**config.mk**
```make
export PLATFORM = sky130hd
export DESIGN_NAME = csv_field_tokenizer_top
export DESIGN_NICKNAME = d
export VERILOG_FILES = /design/src/rtl/core/cft_pkg.sv /design/src/rtl/core/cft_front.sv /design/src/rtl/core/cft_queue.sv /design/src/rtl/core/cft_back.sv /design/src/rtl/core/csv_field_tokenizer_top.sv
export SDC_FILE = /design/constraint.sdc
export NUM_CORES = 1
export LEC_CHECK = 0
export BUFFER_PORTS_ARGS = -buffer_cell sky130_fd_sc_hd__buf_2
export CORE_UTILIZATION = 53
export DETAILED_ROUTE_END_ITERATION = 8
export GPL_ROUTABILITY_DRIVEN = 0
export MAX_ROUTING_LAYER = met4
export PLACE_DENSITY = 0.75
export SKIP_CTS_REPAIR_TIMING = 1
export SLEW_MARGIN = 25
export SYNTH_ARGS = -nofsm -noshare
export SYNTH_HDL_FRONTEND = slang
export SYNTH_SLANG_ARGS = --single-unit
export TNS_END_PERCENT = 1
```
**constraint.sdc**
```tcl
create_clock -name i_clk -period 2.65 [get_ports i_clk]
set_clock_uncertainty 0.15 [all_clocks]
set_input_delay 0.1325 -clock i_clk [delete_from_list [all_inputs] [get_ports i_clk]]
set_output_delay 0.1325 -clock i_clk [all_outputs]
set_load 0.005 [all_outputs]
```
**src/rtl/core/cft_pkg.sv**
```systemverilog
package cft_pkg;

    // configuration register indexes
    localparam int CFG_IDX_W = 1;
    localparam logic [CFG_IDX_W-1:0] CFG_SEPARATOR = 1'd0;
    localparam logic [CFG_IDX_W-1:0] CFG_QUOTE     = 1'd1;

    // register reset values
    localparam logic [7:0] SEPARATOR_RST = 8'd44;
    localparam logic [7:0] QUOTE_RST     = 8'd34;

    // fixed byte codes
    localparam logic [7:0] CR_BYTE = 8'h0D;
    localparam logic [7:0] LF_BYTE = 8'h0A;

    // result kinds
    localparam logic KIND_DATA   = 1'b0;
    localparam logic KIND_MARKER = 1'b1;

    // default column limit
    localparam int MAX_COLUMNS_DEF = 256;

    // queue between front and back
    localparam int QUEUE_DEPTH = 4;
    localparam int QPTR_W      = $clog2(QUEUE_DEPTH);
    localparam int QCNT_W      = $clog2(QUEUE_DEPTH + 1);

    // one queue entry: up to two results caused by one input byte
    // a: data byte, separator/newline marker or bare end marker
    // b: closing marker of a non-empty field at stream end (row end, stream end)
    typedef struct packed {
        logic       has_a;
        logic       a_kind;
        logic [7:0] a_data;
        logic       a_row;
        logic       a_send;
        logic       has_b;
        logic [7:0] col;
    } t_entry;

    // queue status seen by the front and the back
    typedef struct packed {
        logic full;
        logic empty;
    } t_q_status;

endpackage

```
**src/rtl/core/cft_front.sv**
```systemverilog
module cft_front #(
    parameter int P_MAX_COLUMNS = cft_pkg::MAX_COLUMNS_DEF
) (
    input  logic              i_clk,
    input  logic              i_rst_n,
    input  logic              i_valid,
    output logic              o_ready,
    input  logic [7:0]        i_byte,
    input  logic              i_last,
    input  logic [7:0]        i_sep,
    input  logic [7:0]        i_quote,
    input  cft_pkg::t_q_status i_q_status,
    output logic              o_push,
    output cft_pkg::t_entry   o_entry
);

    localparam int LIM_RAW = (P_MAX_COLUMNS > 1) ? (P_MAX_COLUMNS - 1) : 0;
    localparam logic [7:0] COL_LIMIT = (LIM_RAW > 255) ? 8'd255 : 8'(LIM_RAW);

    logic       r_in_quotes;
    logic       r_quote_pending;
    logic       r_field_nonempty;
    logic [7:0] r_column;
    logic       n_in_quotes;
    logic       n_quote_pending;
    logic       n_field_nonempty;
    logic [7:0] n_column;

    logic            is_sep;
    logic            is_quote;
    logic            inq;
    logic            accept;
    cft_pkg::t_entry ent;

    assign o_ready = !i_q_status.full;
    assign accept  = i_valid && o_ready;

    // classify the byte and work out the results and next state
    always_comb begin
        is_sep           = (i_byte == i_sep);
        is_quote         = (i_byte == i_quote) && !is_sep;
        inq              = r_in_quotes;
        n_in_quotes      = r_in_quotes;
        n_quote_pending  = 1'b0;
        n_field_nonempty = r_field_nonempty;
        n_column         = r_column;
        ent              = '0;
        ent.col          = r_column;

        if (r_quote_pending && is_quote) begin
            // doubled quote inside quotes gives one literal quote
            ent.has_a        = 1'b1;
            ent.a_kind       = cft_pkg::KIND_DATA;
            ent.a_data       = i_byte;
            n_field_nonempty = 1'b1;
        end else begin
            if (r_quote_pending) begin
                inq = 1'b0;
            end
            n_in_quotes = inq;
            if (is_sep) begin
                ent.has_a = 1'b1;
                if (inq) begin
                    ent.a_kind       = cft_pkg::KIND_DATA;
                    ent.a_data       = i_byte;
                    n_field_nonempty = 1'b1;
                end else begin
                    ent.a_kind       = cft_pkg::KIND_MARKER;
                    n_field_nonempty = 1'b0;
                    if (r_column < COL_LIMIT) begin
                        n_column = r_column + 8'd1;
                    end
                end
            end else if (is_quote) begin
                if (inq) begin
                    if (i_last) begin
                        n_in_quotes = 1'b0;
                    end else begin
                        n_quote_pending = 1'b1;
                    end
                end else begin
                    n_in_quotes = 1'b1;
                end
            end else if (i_byte == cft_pkg::CR_BYTE) begin
                // carriage return dropped
            end else if (i_byte == cft_pkg::LF_BYTE) begin
                ent.has_a = 1'b1;
                if (inq) begin
                    ent.a_kind       = cft_pkg::KIND_DATA;
                    ent.a_data       = i_byte;
                    n_field_nonempty = 1'b1;
                end else begin
                    ent.a_kind       = cft_pkg::KIND_MARKER;
                    ent.a_row        = 1'b1;
                    n_field_nonempty = 1'b0;
                    n_column         = 8'd0;
                end
            end else begin
                ent.has_a        = 1'b1;
                ent.a_kind       = cft_pkg::KIND_DATA;
                ent.a_data       = i_byte;
                n_field_nonempty = 1'b1;
            end
        end

        // stream end closes the open field, flags the last marker or adds a bare end marker
        if (i_last) begin
            if (n_field_nonempty) begin
                ent.has_b = 1'b1;
            end else if (ent.has_a) begin
                ent.a_send = 1'b1;
            end else begin
                ent.has_a  = 1'b1;
                ent.a_kind = cft_pkg::KIND_MARKER;
                ent.a_send = 1'b1;
            end
            n_in_quotes      = 1'b0;
            n_quote_pending  = 1'b0;
            n_field_nonempty = 1'b0;
            n_column         = 8'd0;
        end
    end

    assign o_push  = accept && (ent.has_a || ent.has_b);
    assign o_entry = ent;

    // parser state
    always_ff @(posedge i_clk) begin
        if (!i_rst_n) begin
            r_in_quotes      <= 1'b0;
            r_quote_pending  <= 1'b0;
            r_field_nonempty <= 1'b0;
            r_column         <= 8'd0;
        end else if (accept) begin
            r_in_quotes      <= n_in_quotes;
            r_quote_pending  <= n_quote_pending;
            r_field_nonempty <= n_field_nonempty;
            r_column         <= n_column;
        end
    end

endmodule

```
**src/rtl/core/cft_queue.sv**
```systemverilog
module cft_queue (
    input  logic               i_clk,
    input  logic               i_rst_n,
    input  logic               i_push,
    input  cft_pkg::t_entry    i_entry,
    input  logic               i_pop,
    output cft_pkg::t_entry    o_head,
    output cft_pkg::t_q_status o_status
);

    cft_pkg::t_entry                r_mem [cft_pkg::QUEUE_DEPTH];
    logic [cft_pkg::QPTR_W-1:0]     r_wr_ptr;
    logic [cft_pkg::QPTR_W-1:0]     r_rd_ptr;
    logic [cft_pkg::QCNT_W-1:0]     r_count;
    logic                           do_push;
    logic                           do_pop;

    assign o_status.full  = (r_count == cft_pkg::QCNT_W'(cft_pkg::QUEUE_DEPTH));
    assign o_status.empty = (r_count == '0);
    assign do_push        = i_push && !o_status.full;
    assign do_pop         = i_pop && !o_status.empty;
    assign o_head         = r_mem[r_rd_ptr];

    // entry storage
    always_ff @(posedge i_clk) begin
        if (do_push) begin
            r_mem[r_wr_ptr] <= i_entry;
        end
    end

    // pointers and fill count
    always_ff @(posedge i_clk) begin
        if (!i_rst_n) begin
            r_wr_ptr <= '0;
            r_rd_ptr <= '0;
            r_count  <= '0;
        end else begin
            if (do_push) begin
                r_wr_ptr <= r_wr_ptr + 1'b1;
            end
            if (do_pop) begin
                r_rd_ptr <= r_rd_ptr + 1'b1;
            end
            case ({do_push, do_pop})
                2'b10:   r_count <= r_count + 1'b1;
                2'b01:   r_count <= r_count - 1'b1;
                default: r_count <= r_count;
            endcase
        end
    end

endmodule

```
**src/rtl/core/cft_back.sv**
```systemverilog
module cft_back (
    input  logic               i_clk,
    input  logic               i_rst_n,
    input  cft_pkg::t_entry    i_head,
    input  cft_pkg::t_q_status i_q_status,
    output logic               o_pop,
    output logic               o_valid,
    input  logic               i_ready,
    output logic               o_kind,
    output logic [7:0]         o_data,
    output logic [7:0]         o_col,
    output logic               o_row_end,
    output logic               o_stream_end,
    output logic               o_last
);

    logic       r_phase;
    logic       r_valid;
    logic       r_kind;
    logic [7:0] r_data;
    logic [7:0] r_col;
    logic       r_row;
    logic       r_send;
    logic       r_last;
    logic       n_phase;
    logic       n_kind;
    logic [7:0] n_data;
    logic       n_row;
    logic       n_send;
    logic       n_last;
    logic       load;
    logic       take;

    assign load = !r_valid || i_ready;
    assign take = load && !i_q_status.empty;

    // pick the next result out of the head entry
    always_comb begin
        n_phase = r_phase;
        n_kind  = cft_pkg::KIND_MARKER;
        n_data  = 8'd0;
        n_row   = 1'b1;
        n_send  = 1'b1;
        n_last  = 1'b1;
        o_pop   = 1'b0;
        if (!r_phase && i_head.has_a) begin
            n_kind = i_head.a_kind;
            n_data = i_head.a_data;
            n_row  = i_head.a_row;
            n_send = i_head.a_send;
            n_last = !i_head.has_b;
            if (take) begin
                if (i_head.has_b) begin
                    n_phase = 1'b1;
                end else begin
                    o_pop = 1'b1;
                end
            end
        end else if (take) begin
            // closing marker of the open field
            n_phase = 1'b0;
            o_pop   = 1'b1;
        end
    end

    // output stage control
    always_ff @(posedge i_clk) begin
        if (!i_rst_n) begin
            r_valid <= 1'b0;
            r_phase <= 1'b0;
        end else if (load) begin
            r_valid <= !i_q_status.empty;
            r_phase <= n_phase;
        end
    end

    // output stage payload
    always_ff @(posedge i_clk) begin
        if (take) begin
            r_kind <= n_kind;
            r_data <= n_data;
            r_col  <= i_head.col;
            r_row  <= n_row;
            r_send <= n_send;
            r_last <= n_last;
        end
    end

    assign o_valid      = r_valid;
    assign o_kind       = r_kind;
    assign o_data       = r_data;
    assign o_col        = r_col;
    assign o_row_end    = r_row;
    assign o_stream_end = r_send;
    assign o_last       = r_last;

endmodule

```
**src/rtl/core/csv_field_tokenizer_top.sv**
```systemverilog
// channel      | direction | beat contents
// s_axis       | in        | tdata[7:0] in_byte, tlast in_last
// m_axis       | out       | tuser result_kind, tdata data/column/row_end/stream_end,
//              |           | tlast last_of_run
// cfg          | in        | index 0 separator_char, 1 quote_char, 8-bit data
//
// one input byte per cycle; each byte is classified combinationally by the front,
// its results wait in a 4-entry queue and leave one per cycle from the back's
// output register, so a byte that causes two results leaves as two output
// beats. synchronous active-low reset clears parser state, the queue and
// the output stage; configuration registers return to comma and double quote.
// either side may stall on its own; the input stalls only when the queue fills.
module csv_field_tokenizer_top #(
    parameter int P_MAX_COLUMNS = cft_pkg::MAX_COLUMNS_DEF
) (
    input  logic                          i_clk,
    input  logic                          i_rst_n,
    // input byte stream
    input  logic                          i_s_axis_tvalid,
    output logic                          o_s_axis_tready,
    input  logic [7:0]                    i_s_axis_tdata,  // [7:0] in_byte
    input  logic                          i_s_axis_tlast,
    // result stream
    output logic                          o_m_axis_tvalid,
    input  logic                          i_m_axis_tready,
    // [7:0] data_byte, [15:8] column_index, [16] row_end, [17] stream_end, [23:18] zero
    output logic [23:0]                   o_m_axis_tdata,
    output logic                          o_m_axis_tuser,  // [0] result_kind
    output logic                          o_m_axis_tlast,
    // configuration writes
    input  logic                          i_cfg_valid,
    output logic                          o_cfg_ready,
    input  logic [cft_pkg::CFG_IDX_W-1:0] i_cfg_index,
    input  logic [7:0]                    i_cfg_data
);

    logic [7:0]         r_sep;
    logic [7:0]         r_quote;
    logic               push;
    logic               pop;
    cft_pkg::t_entry    push_entry;
    cft_pkg::t_entry    head;
    cft_pkg::t_q_status q_status;
    logic               kind;
    logic [7:0]         data_byte;
    logic [7:0]         col;
    logic               row_end;
    logic               stream_end;

    // configuration registers
    assign o_cfg_ready = 1'b1;

    always_ff @(posedge i_clk) begin
        if (!i_rst_n) begin
            r_sep   <= cft_pkg::SEPARATOR_RST;
            r_quote <= cft_pkg::QUOTE_RST;
        end else if (i_cfg_valid) begin
            case (i_cfg_index)
                cft_pkg::CFG_SEPARATOR: r_sep   <= i_cfg_data;
                cft_pkg::CFG_QUOTE:     r_quote <= i_cfg_data;
                default:                r_sep   <= r_sep;
            endcase
        end
    end

    cft_front #(
        .P_MAX_COLUMNS (P_MAX_COLUMNS)
    ) u_front (
        .i_clk      (i_clk),
        .i_rst_n    (i_rst_n),
        .i_valid    (i_s_axis_tvalid),
        .o_ready    (o_s_axis_tready),
        .i_byte     (i_s_axis_tdata),
        .i_last     (i_s_axis_tlast),
        .i_sep      (r_sep),
        .i_quote    (r_quote),
        .i_q_status (q_status),
        .o_push     (push),
        .o_entry    (push_entry)
    );

    cft_queue u_queue (
        .i_clk    (i_clk),
        .i_rst_n  (i_rst_n),
        .i_push   (push),
        .i_entry  (push_entry),
        .i_pop    (pop),
        .o_head   (head),
        .o_status (q_status)
    );

    cft_back u_back (
        .i_clk        (i_clk),
        .i_rst_n      (i_rst_n),
        .i_head       (head),
        .i_q_status   (q_status),
        .o_pop        (pop),
        .o_valid      (o_m_axis_tvalid),
        .i_ready      (i_m_axis_tready),
        .o_kind       (kind),
        .o_data       (data_byte),
        .o_col        (col),
        .o_row_end    (row_end),
        .o_stream_end (stream_end),
        .o_last       (o_m_axis_tlast)
    );

    // pack the result beat
    assign o_m_axis_tdata = {6'd0, stream_end, row_end, col, data_byte};
    assign o_m_axis_tuser = kind;

endmodule

```
==> results of run 1 <==
-- how the worst min path moves through the flow --
stage                           start                               endpoint  slack (ns)  cells past startpoint
floorplan               i_cfg_data[1]                r_quote[1]$_SDFFE_PN1P_        0.11                      2
global placement        i_cfg_data[5]                r_quote[5]$_SDFFE_PN1P_        0.21                      3
detailed placement      i_cfg_data[5]                r_quote[5]$_SDFFE_PN1P_        0.22                      3
CTS                     i_cfg_data[5]                r_quote[5]$_SDFFE_PN1P_       -0.34                      3
global route        i_s_axis_tdata[3]  u_front.r_field_nonempty$_SDFFE_PN0P_        0.26                      6
finish              i_s_axis_tdata[3]  u_front.r_field_nonempty$_SDFFE_PN0P_        0.22                      6
-- layer usage --
layer,up-vias,wire length (um)
met1,1815,4720
met3,23,656
met2,122,5640
met4,0,238
li1,1744,-
met5,-,0
-- cell families after synthesis --
group,after synthesis,share of synthesized area
buffers and inverters,31,0.0259
XOR/XNOR,20,0.0310
AO/OA/AOI/OAI,51,0.0554
AND/OR/NAND/NOR,141,0.124
flip-flops,142,0.659
adder cells (fa/ha/maj),7,0.0161
other,2,0.00127
multiplexers,25,0.0878
-- placed cells by master, fill, tap and decap left out, types with 3 or more instances in the layout --
cell           count
a21oi_1           18
and2_1            14
and3_1            12
and4_1             3
buf_12             4
buf_2             44
buf_4             16
clkbuf_16         16
clkinv_2           3
clkinvlp_4         5
conb_1             7
dfxtp_1           38
dlygate4sd3_1     32
edfxtp_1         104
ha_1               5
inv_1              8
mux2i_1            3
mux4_2            21
nand2_1           51
nand2b_1           4
nand3_1           13
nand4_1            4
nor2_1            17
nor2b_1            5
nor3_1             3
o211ai_1           5
o21ai_0            7
or2_2              3
xnor2_1           10
xor2_1             9
-- power by group through the flow --
| stage | combinational (W) | clock [W] | sequential, W |
|---|---|---|---|
| CTS | 0.00132 | 0.00227 | 0.00300 |
| finish | 0.00134 | 0.00223 | 0.00299 |
| global placement | 0.00128 | 0 | 0.00302 |
| detailed placement | 0.00131 | 0 | 0.00304 |
| global route | 0.00148 | 0.00234 | 0.00303 |
| floorplan | 0.000819 | 0 | 0.00305 |
-- through the flow --
step / std cells / setup slack, ns
3_5_place_dp: 604 / -0.0460
5_1_grt: 670 / -0.146
2_1_floorplan: 424 / 0.00578
4_1_cts: 636 / -0.0740
6_report: 670 / -0.0322
3_3_place_gp: 604 / 0.0426
-- critical path, delay by kind of cell (launching register included) --
kind | cells | cell delay [ns]
AOI/OAI and AO/OA | 4 | 0.60
buffers and inverters | 1 | 0.06
DFF | 1 | 0.32
adders and majority gates | 2 | 0.49
xor gates and xnor gates | 2 | 0.30
and+or+nand+nor | 2 | 0.67
-- registers in the layout, summed over array words and instances (netlist names), 2 cells and up, named ones only --
signal / flops
r_sep: 8
u_queue.r_mem: 84
u_queue.r_wr_ptr: 2
r_quote: 8
u_queue.r_rd_ptr: 2
u_front.r_column: 8
u_queue.r_count: 3
u_back.o_col: 8
u_back.o_data: 8
-- area by class of cell --
cell class              count  area (um^2)
fillers                   736         3520
repair buffers             96          741
multi-input cells         251         1930
clock buffers              17          414
well taps                 140          175
clock inverters            15          146
flip-flops and latches    142         3880
inverters                   9         33.8
==> reports/qor.txt, run 1 <==
Clock root cell: clkbuf_8
Final wirelength: 11200 um
Die ar.: 11600 um^2
Final hold vios: 0
Fin. max-slew vios: 0
Yosys reg bits: 142
Drt wl/cell: 16.8 um
Core area: 10800 um^2
Sequential fraction of design power: 0.456
CTS H-Tree Depth: 4
Post-synth EDFFs: 104
Max Cap Violations: 0
CP Capture Type: flip-flop
DP HPWL: 7140 um
Final Cycle Share: 1.01
Clk pwr share: 0.340
Fmax: 0.373 GHz
Dominant synthesized flop cell: edfxtp_1
Crit path largest cell delay: 0.36 ns
Max IR drop VDD: 0.498 mV
Vias: 3704
Reg clk slew, reported paths: 0.06 ns
WP data required: 2.96 ns
CP cell instances: xor2_1, nor4_2, a21boi_2, o2bb2ai_2, a31oi_4, inv_2, ha_4, fa_2, xnor2_1, or3_1, a21oi_1
Total design power: 0.00656 W
Unrepaired setup endpoints after global routing: yes
Cell count of the worst reg-to-reg path: 11
Cell with the most instances after synthesis: edfxtp_1
Sw frac: 0.261
Post-Layout Inst Area: 7320 um^2
GRT Residual Overflow: 0
Worst R2R Start: r_quote[5]$_SDFFE_PN1P_
Grt met1 use: 0.258
Dominant cell type by area after synthesis: edfxtp_1
Met3 Resource Use GR: 0.0472
GR peak layer: met2
Initial cell density of the core: 0.544
Area grow syn2layout: 24.1%
R2R setup slack: -0.03 ns
# port buffers: 44
DRT antenna net count: 0
Status: finished with violations
CTS tree: built
Area contributors post-synth: edfxtp_1 53%, dfxtp_1 13%, mux4_2 8.0%
Mapped Cells: 419
Post-synthesis cell type count: 54
Internal power: 0.00485 W
Area share of the largest cell type after synthesis: 0.530
CP Launch Type: flip-flop
Height of the chip: 107 um
Crit path to: u_queue.r_count[2]$_SDFFE_PN0P_
Relative slew slack: 0.608
CP max-delay cell: nor4_2
FFs w/ async S/R, synth: 0
Iteration-0 DRC Markers: 250
Slew of the pin with the lowest slew margin: 0.585 ns
TritonCTS Sinks: 142
Largest net degree at the start of global routing: 25
Critical path class: reg2reg
Met2 usage: 0.328
Combinational cell fraction of total power: 0.204
Vias in the first global route: 3445
Antenna violations before repair: 0
Clock Tree Buf Depth: 2
TritonCTS Buffers: 17
Drt drc: 0
Worst-skew pair later-pin latency: 0.53 ns
Critical Path AT: 2.99 ns
CP startpoint: r_quote[5]$_SDFFE_PN1P_
Final setup margin: -0.0322 ns
Syn Area/Cell: 14.1 um^2
Chip Width: 107 um
Io pins: 52
First-pass GRT wire length: 17200 um
Switching pwr: 0.00171 W
Syn Std Cell Area: 5900 um^2
Row cnt: 38
Yosys warning count: 0
Gr usage total: 0.208
Final core area utilization: 0.675
Top cells by count, synth: 104 x edfxtp_1, 51 x nand2_1, 38 x dfxtp_1
RR Endpoint: u_queue.r_count[2]$_SDFFE_PN0P_
DR pass1 iterations: 5
Failing checks: setup timing
Power Density: 897 nW/um^2
Seq/Total Area, Yosys: 0.659
Hold Slack: 0.215 ns
Setup violators final: 1
Final net count: 547
Antenna diode count: 0
DP Area: 6410 um^2
Ratio of cells with drive above 1 in the final layout: 0.257
Drt via density: 5.53
CP Max Fanout: 2
Leakage Power: 2.66 nW
Hold WC Path Type: in2reg
Final min period: 2.68 ns
Setup TNS: -0.0322 ns
Power figures use the tool's default switching activity.
==> inputs of run 2 (changes only) <==
--- a/config.mk
+++ b/config.mk
@@ -15,5 +15,6 @@
 export SLEW_MARGIN = 25
 export SYNTH_ARGS = -nofsm -noshare
 export SYNTH_HDL_FRONTEND = slang
+export SYNTH_HIERARCHICAL = 1
 export SYNTH_SLANG_ARGS = --single-unit
 export TNS_END_PERCENT = 1
==> run 2 against run 1 <==
  * The run still ends with setup timing left
  * Register-to-register slack worse by 0.16 ns
  * Non-clock buffer count down 4
  * Synthesized cell count down 2.4%
  * Maximum frequency down 5.6%
  * Combinational power grew 7%
  * Largest cell class unchanged
  * Highest routed layer unchanged
==> reports/qor.txt, run 2 <==
Status: finished with violations
Failing checks: setup timing
Area grow syn2layout: 22.0%
Top cells by count, synth: 104 x edfxtp_1, 38 x dfxtp_1, 29 x nand2_1
Initial cell density of the core: 0.551
Max IR drop VDD: 0.520 mV
Fin. max-slew vios: 0
DR pass1 iterations: 7
Final net count: 531
Drt via density: 5.45
TritonCTS Sinks: 142
Post-Layout Inst Area: 7380 um^2
Gr usage total: 0.216
Vias in the first global route: 3570
First-pass GRT wire length: 17800 um
Post-synthesis cell type count: 54
Seq/Total Area, Yosys: 0.642
TritonCTS Buffers: 17
Max Cap Violations: 0
CP Max Fanout: 2
Drt wl/cell: 17.7 um
Clock Tree Buf Depth: 2
Mapped Cells: 409
Row cnt: 38
Largest net degree at the start of global routing: 41
Leakage Power: 2.72 nW
Area share of the largest cell type after synthesis: 0.516
Ratio of cells with drive above 1 in the final layout: 0.298
Vias: 3556
Hold Crit Start: i_s_axis_tdata[7]
Height of the chip: 109 um
Die ar.: 11900 um^2
FFs w/ async S/R, synth: 0
Final min period: 2.84 ns
Final setup margin: -0.191 ns
Area contributors post-synth: edfxtp_1 52%, dfxtp_1 13%, mux4_2 7.8%
Relative slew slack: 0.530
Unrepaired setup endpoints after global routing: yes
Clock root cell: clkbuf_16
Post-synth EDFFs: 104
WP data required: 2.84 ns
CTS H-Tree Depth: 4
Chip Width: 109 um
R2R setup slack: -0.19 ns
DP Area: 6620 um^2
Total design power: 0.00688 W
Commonest non-fill, non-tap cell in the layout: edfxtp_1
Final Cycle Share: 1.07
Yosys warning count: 6
Power Density: 932 nW/um^2
Reg with most FFs: u_queue/r_mem
DRT antenna net count: 0
GRT Residual Overflow: 0
Io pins: 52
CP Capture Type: flip-flop
Iteration-0 DRC Markers: 207
Syn Std Cell Area: 6050 um^2
Cell with the most instances after synthesis: edfxtp_1
Critical Path AT: 3.03 ns
Worst R2R Start: r_quote[7]$_SDFFE_PN0P_
Setup violators final: 2
Crit path to: u_queue/r_count[2]$_SDFFE_PN0P_
Critical path class: reg2reg
Final hold vios: 0
Antenna violations before repair: 0
Worst-skew pair later-pin latency: 0.41 ns
Syn Area/Cell: 14.8 um^2
DP HPWL: 6970 um
Placed cells: 606
Most frequent cells in the layout: 104 x edfxtp_1, 44 x buf_2, 37 x dfxtp_1
Final core area utilization: 0.672
CTS tree: built
Reg clk slew, reported paths: 0.06 ns
Max FFs per register: 84
Cell count of the worst reg-to-reg path: 13
Yosys reg bits: 142
Antenna diode count: 0
Drt drc: 0
Core area: 11000 um^2
CP startpoint: r_quote[7]$_SDFFE_PN0P_
Fmax: 0.352 GHz
Dominant synthesized flop cell: edfxtp_1
Dominant cell type by area after synthesis: edfxtp_1
Post-route insts no fill: 653
Hold WC Path Type: in2reg
# port buffers: 44
CP Launch Type: flip-flop
RR Endpoint: u_queue/r_count[2]$_SDFFE_PN0P_
Slew of the pin with the lowest slew margin: 0.706 ns
Final wirelength: 11600 um
run 2: kinds of logic after synthesis:
| kind of cell | synth area share |
|---|---|
| flops | 0.642 |
| other cells | 0.00124 |
| buf+inv | 0.0389 |
| mux | 0.0996 |
| compound gates | 0.0492 |
| fa+ha+maj | 0.0157 |
| xor+xnor | 0.0362 |
| simple gates | 0.118 |
run 2: routing by layer:
metal / wire [um] / vias to the layer above / track usage
met5: 0 / - / -
met4: 202 / 0 / 0.0888
met3: 541 / 19 / 0.0604
met2: 6080 / 131 / 0.363
met1: 4740 / 1733 / 0.242
li1: - / 1673 / -
run 2: stage by stage:
stage | hold WS (ns) | setup WS [ns] | TNS [ns]
floorplan | 0.104 | -0.136 | -0.144
global placement | 0.249 | -0.0141 | -0.0141
finish | 0.0565 | -0.191 | -0.255
global route | 0.0809 | -0.265 | -0.489
CTS | -0.192 | -0.191 | -0.271
detailed placement | 0.250 | -0.113 | -0.134
run 2: cell type report:
cell class | instances | area (um^2)
Tap cell | 140 | 175
Clock inverter | 13 | 173
Clock buffer | 18 | 429
Multi-Input combinational cell | 233 | 2000
Sequential cell | 142 | 3880
Timing Repair Buffer | 92 | 666
Fill cell | 732 | 3600
Inverter | 15 | 56.3
run 2: where the power goes:
part	total, W	internal (W)	switching, W
Sequential	0.00304	0.00290	0.000140
Combinational	0.00144	0.000714	0.000728
Clock	0.00240	0.00156	0.000846
run 2: worst max-delay path, cell delays in order (launching register included):
cell and delay (ns):
dfxtp_1 0.36, xnor2_1 0.13, nand4_1 0.14, or2_4 0.28, mux2i_2 0.20, a31oi_1 0.11
nor2b_1 0.17, inv_2 0.09, ha_4 0.12, inv_1 0.05, fa_2 0.33, xor2_1 0.16
or3_1 0.33, a21boi_1 0.14
run 2: worst min-delay path by stage:
stage | endpoint | cells past startpoint
final | u_queue/r_mem[2][18]$_DFFE_PP_ | 2
after global routing | u_queue/r_mem[2][18]$_DFFE_PP_ | 2
after CTS | r_sep[1]$_SDFFE_PN0P_ | 3
after detailed placement | r_quote[2]$_SDFFE_PN0P_ | 3
after global placement | r_quote[1]$_SDFFE_PN1P_ | 3
after floorplan | u_front/r_in_quotes$_SDFFE_PN0P_ | 1
